==> src/hdl/bba_pkg.sv <==
`timescale 1ns / 1ps
// ----------------------------------------------------------------------------
// bba_pkg
// Shared constants and types for the bitmap block allocator.
// ----------------------------------------------------------------------------
package bba_pkg;

  localparam int BITMAP_WORDS = 16384;
  localparam int BLOCK_BYTES  = 1024;
  localparam int WORD_BITS    = 32;
  localparam int BIT_W        = $clog2(WORD_BITS);
  localparam int BLOCK_SHIFT  = $clog2(BLOCK_BYTES);
  localparam int WIDX_W       = (BITMAP_WORDS > 1) ? $clog2(BITMAP_WORDS) : 1;
  localparam int CNT_W        = $clog2(BITMAP_WORDS + 1);
  localparam int BLK_W        = WIDX_W + BIT_W;
  localparam int NUM_BLOCKS   = BITMAP_WORDS * WORD_BITS;

  localparam int ADDR_W       = 30;
  localparam int BASE_W       = 25;
  localparam int STATUS_W     = 2;
  localparam int IN_DATA_W    = 32;
  localparam int OUT_DATA_W   = 32;

  localparam logic [BASE_W-1:0] BASE_RESET = BASE_W'(131072);

  typedef logic [STATUS_W-1:0] status_t;

  localparam status_t ST_OK       = 2'd0;
  localparam status_t ST_FULL     = 2'd1;
  localparam status_t ST_BAD_ADDR = 2'd2;
  localparam status_t ST_NOT_USED = 2'd3;

  localparam logic OP_ALLOC = 1'b0;
  localparam logic OP_FREE  = 1'b1;

endpackage

==> src/hdl/bba_find_free.sv <==
`timescale 1ns / 1ps
// ----------------------------------------------------------------------------
// bba_find_free
// Finds the lowest clear bit of one bitmap word.
// ----------------------------------------------------------------------------
module bba_find_free (
  input  logic [bba_pkg::WORD_BITS-1:0] word,
  output logic                          found,
  output logic [bba_pkg::BIT_W-1:0]     bit_idx
);

  logic [bba_pkg::WORD_BITS-1:0] low_zero;

  // one-hot of the lowest zero bit
  assign low_zero = ~word & (word + bba_pkg::WORD_BITS'(1));
  assign found    = ~(&word);

  always_comb begin
    for (int j = 0; j < bba_pkg::BIT_W; j++) begin
      bit_idx[j] = 1'b0;
      for (int k = 0; k < bba_pkg::WORD_BITS; k++) begin
        if (((k >> j) & 1) == 1) begin
          bit_idx[j] = bit_idx[j] | low_zero[k];
        end
      end
    end
  end

endmodule

==> config.mk <==
export PLATFORM = sky130hd
export DESIGN_NAME = bba_find_free
export DESIGN_NICKNAME = d
export VERILOG_FILES = /design/src/hdl/bba_pkg.sv /design/src/hdl/bba_find_free.sv
export SDC_FILE = /design/constraint.sdc
export NUM_CORES = 1
export LEC_CHECK = 0
export BUFFER_PORTS_ARGS = -buffer_cell sky130_fd_sc_hd__buf_2
export CAP_MARGIN = 40
export CELL_PAD_IN_SITES_DETAIL_PLACEMENT = 2
export CELL_PAD_IN_SITES_GLOBAL_PLACEMENT = 2
export CORE_MARGIN = 2
export CORE_UTILIZATION = 21
export DETAILED_ROUTE_END_ITERATION = 6
export MAX_ROUTING_LAYER = met4
export PLACE_DENSITY_LB_ADDON = 0.2
export SETUP_SLACK_MARGIN = 0.5
export SLEW_MARGIN = 15
export SYNTH_ARGS = -nofsm -noshare
export SYNTH_HDL_FRONTEND = slang
export SYNTH_SLANG_ARGS = --single-unit
==> constraint.sdc <==
create_clock -name vclk -period 1.5
set_input_delay 0.225 -clock vclk [all_inputs]
set_output_delay 0.225 -clock vclk [all_outputs]
set_load 0.05 [all_outputs]
## Word level (Yosys, flattened, before mapping)

Cells that the tools add are included.

- Register bits after elaboration: 0
- Input port bits: 32
- Output and inout bits: 6
- Word-level logic and storage cells: 80

- Add/sub/neg operators: 1
- Bitwise gates (word level): 78
- Reduce and logical (&&, ||, !) cells: 1

Operators by type and width:

| operator | number |
|---|---|
| $or A1 B1 Y1 | 75 |
| $add A32 B1 Y32 const B | 1 |
| $and A32 B32 Y32 | 1 |
| $not A32 Y32 | 1 |
| $reduce_and A32 Y1 | 1 |
| $not A1 Y1 | 1 |

## Longest topological paths before layout

- Depth in word-level cells: 17
- Mapped depth: 5
- Depth with buffers taken out: 5

## Worst setup path before layout

OpenSTA, ideal clock, no wires.

- Kind: input -> output
- Start point: input port word[7] (netlist name)
- End point: output port bit_idx[2] (netlist name)
- Arrival time: 1692 ps
- Data required time: 1275 ps
- Path slack: -417 ps
- Stages: 4
- Path buffers: 0
- Cell sequence: nand4_1 > nor4_1 > nand2_1 > o2111ai_1

- Longest elaborated chain between the ends: 15
- Elaborated cells on any way between the ends: 16
- Classes of those cells: 1 x add/sub; 15 x bitwise

RTL lines:

| item | RTL line | source |
|---|---|---|
| from (decl) | bba_find_free.sv:7 | `input logic [bba_pkg::WORD_BITS-1:0] word,` |
| $add A32 B1 Y32 / $not A32 Y32 (equally long branches) | bba_find_free.sv:15 | `assign low_zero = ~word & (word + bba_pkg::WORD_BITS'(1));` |
| $and A32 B32 Y32 (*) | bba_find_free.sv:15 |  |
| $or A1 B1 Y1 (12 in series) | bba_find_free.sv:23 | `bit_idx[j] = bit_idx[j] \| low_zero[k];` |
| $or A1 B1 Y1 (*) | bba_find_free.sv:23 |  |
| to (decl) | bba_find_free.sv:9 | `output logic [bba_pkg::BIT_W-1:0] bit_idx` |

Mark *: on every way between the ends. The rest lies on a longest branch, timed or not.

## Final worst setup path

- Start point: input port word[7] (netlist name)
- End point: output port bit_idx[4] (netlist name)

- Longest elaborated chain between the ends: 17

RTL lines:

| item | RTL line |
|---|---|
| $add A32 B1 Y32 (*) | bba_find_free.sv:15 |
| $and A32 B32 Y32 (*) | bba_find_free.sv:15 |
| $or A1 B1 Y1 (14 in series) | bba_find_free.sv:23 |
| $or A1 B1 Y1 (*) | bba_find_free.sv:23 |

Marks and branches as above.

==> metrics.json <==
{
  "yosysUniqueCellTypes": 33,
  "ioPinCount": 38,
  "crit_buf_inv": 2,
  "globalRouteOverflowTotal": 0,
  "io_buffers": 38,
  "tightestPinTransition_ns": 0.4055,
  "setup_slack_ns": -0.3210,
  "synthesis.area_sq_um": 543.0,
  "holdCritPathClass": "in2out",
  "p_leak_nw": 0.6010,
  "grt_setup_unrepaired": "yes",
  "num_rows": 18,
  "post-route-util": 0.5270,
  "routedWlPerCell_um": 22.97,
  "post-route-drc-count": 0,
  "area.growth.synth_to_final_pct": 138.2,
  "status": "finished, violations left",
  "worst_ep_required_time_ns": 1.27,
  "gp_congestion": 0.8253,
  "die_width_um": 54.85,
  "synth_seq_area_share": 0,
  "largest_net_degree_at_the_start_of_global_routing": 7,
  "fin_area_sq_um": 1294,
  "hold_viol_final": 0,
  "layout.sequential_cells": 0,
  "power_density_nw_per_um2": 233.1,
  "cp_data_arrival_time_ns": 1.60,
  "setup_cp_type": "in2out",
  "route.vias.total": 1038,
  "clock_buffer_count": 0,
  "synthesis.yosys.warnings": 0,
  "dr.pass1.iters": 4,
  "grt_pass1_wl_mm": 5.175,
  "detailedPlacementHpwl_mm": 2.653,
  "post_route_ant_nets": 0,
  "diodes": 0,
  "ctsHoldBuffers": 0,
  "finalCritPeriodShare": 1.214,
  "post_route_cells_drive_above_1_share": 0.6478,
  "drt-initial-drc-count": 21,
  "critical_path_peak_fanout": 2,
  "final_period_minus_worst_setup_slack_ns": 1.821,
  "critPathMaxStageDelay_ns": 0.31,
  "finalSetupViolations": 6,
  "critical_path.startpoint_type": "input port",
  "crit_path_cell_trace": "buf_6 -> nand4_1 -> nor3_4 -> nand4_1 -> a211oi_2 -> o21bai_4 -> buf_8",
  "worst_slew_margin_rel": 0.7272,
  "final.setup.tns_ns": -1.681,
  "timing.max_cap.violations": 0,
  "synthesis.area_per_instance_sq_um": 6.542,
  "grt_pass1_vias": 1119,
  "vias_per_cell": 5.492,
  "die-height_um": 54.85,
  "netlist_top_cells_area": "sky130_fd_sc_hd__nand2_1 9.0%, sky130_fd_sc_hd__nand4_1 6.9%, sky130_fd_sc_hd__o21ai_0 5.5%, sky130_fd_sc_hd__a21boi_0 5.5%, sky130_fd_sc_hd__nand4b_1 4.8%",
  "synth_top_area_cell": "sky130_fd_sc_hd__nand2_1",
  "start_util": 0.2212,
  "critPathMostFrequentCell": "sky130_fd_sc_hd__nand4_1",
  "synth_top_cell_area_share": 0.08986,
  "layoutNonFillerInstCount": 189,
  "final_nets": 193,
  "cp-end-kind": "output port",
  "antenna_found_initial": 0,
  "route.final.wire_length_mm": 4.342,
  "final-seq-area_sq_um": 0,
  "grt_use_total": 0.2526,
  "power.ir.vdd_worst_v": 0.0001337,
  "clock.fmax_mhz": 549.1,
  "report.final.slew_viol_count": 0,
  "detailed_place.area_sq_um": 1072,
  "violations_in_the_final_reports": "setup timing",
  "die-area_sq_um": 3009,
  "cp_top_family": "simple AND/OR/NAND/NOR gates",
  "post-place-cells": 184,
  "placeableCoreArea_sq_um": 2455,
  "crit_path_top_delay_cell": "sky130_fd_sc_hd__a211oi_2",
  "synth_nets": 115,
  "syn-instance-count": 83
}
[path summary, 6_finish.rpt]
check | start | end | cells after the start
max | word[7] | bit_idx[4] | 7
min | word[31] | found | 3
[synth_stat cells (2+ instances only)]
| master | n |
|---|---|
| sky130_fd_sc_hd__and3_1 | 2 |
| sky130_fd_sc_hd__nand4_1 | 6 |
| sky130_fd_sc_hd__a21oi_1 | 4 |
| sky130_fd_sc_hd__o21ai_0 | 6 |
| sky130_fd_sc_hd__nand4b_1 | 3 |
| sky130_fd_sc_hd__nand3_1 | 4 |
| sky130_fd_sc_hd__a21boi_0 | 4 |
| sky130_fd_sc_hd__o2111ai_1 | 3 |
| sky130_fd_sc_hd__and2_1 | 2 |
| sky130_fd_sc_hd__nor3b_1 | 2 |
| sky130_fd_sc_hd__o211ai_1 | 2 |
| sky130_fd_sc_hd__nand2b_1 | 4 |
| sky130_fd_sc_hd__nor2_1 | 2 |
| sky130_fd_sc_hd__nand2_1 | 13 |
| sky130_fd_sc_hd__inv_1 | 5 |
| sky130_fd_sc_hd__nand3b_1 | 3 |
| sky130_fd_sc_hd__a211oi_2 | 2 |
[timing repair]
item / CTS / global route
endpoints found under the setup margin: 6 / 6
buffers inserted: 1 / 4
gates resized for setup: 34 / 13
pin swaps: 10 / 9
[through the flow]
stage          setup WS [ns]  hold slack [ns]  total power (W)
6_report             -0.3210           0.8967        0.0003016
5_1_grt              -0.4469           0.9185        0.0003184
4_1_cts              -0.2365           0.8447        0.0002677
3_5_place_dp         -0.3699           0.8782        0.0002333
3_3_place_gp         -0.3155           0.8774        0.0002181
2_1_floorplan        -0.3078           0.7390       0.00007683
[cell usage in the layout, fill, tap and decap left out, types with 2 or more instances in the layout]
cell	instances
sky130_fd_sc_hd__a211oi_2	3
sky130_fd_sc_hd__inv_1	4
sky130_fd_sc_hd__o211ai_1	2
sky130_fd_sc_hd__nor2_1	2
sky130_fd_sc_hd__and2_1	2
sky130_fd_sc_hd__nand3_1	4
sky130_fd_sc_hd__nand4_4	2
sky130_fd_sc_hd__nand2_1	10
sky130_fd_sc_hd__a21boi_0	2
sky130_fd_sc_hd__buf_6	11
sky130_fd_sc_hd__buf_2	18
sky130_fd_sc_hd__nand3b_1	3
sky130_fd_sc_hd__nand4b_1	3
sky130_fd_sc_hd__buf_4	44
sky130_fd_sc_hd__nand4_1	6
sky130_fd_sc_hd__o2111ai_2	3
sky130_fd_sc_hd__nand2_2	3
sky130_fd_sc_hd__nor3_4	2
sky130_fd_sc_hd__nand2b_1	4
sky130_fd_sc_hd__a21oi_2	3
sky130_fd_sc_hd__o21ai_0	6
sky130_fd_sc_hd__buf_8	3
[layer usage]
metal  vias to the layer above  part of all wire  GRT usage
met1                       499              0.38     0.2435
met3                        10             0.031    0.01639
met2                        41              0.56     0.5179
met4                         0             0.032    0.07917
li1                        488                 -          -
met5                         -                 0          -
[report_power, final]
part / total [W] / switching (W) / internal, W / leakage, nW
registers: 0 / 0 / 0 / 0
logic: 0.000302 / 0.000150 / 0.000152 / 0.601
clock network: 0 / 0 / 0 / 0
[area by class of cell]
class | instances | area, sq um
inverters | 5 | 18.77
well taps | 30 | 37.54
multi-input cells | 78 | 648.1
repair buffers | 76 | 589.3
fillers | 257 | 1161
[logic make-up (layout without fill, tap and decap cells)]
| family | count (synthesis) | in the layout | share of synthesized area |
|---|---|---|---|
| buffers and inverters | 5 | 81 | 0.03457 |
| AND/OR/NAND/NOR | 50 | 50 | 0.5991 |
| AO/OA/AOI/OAI | 28 | 28 | 0.3664 |
Power figures use the tool's default switching activity.
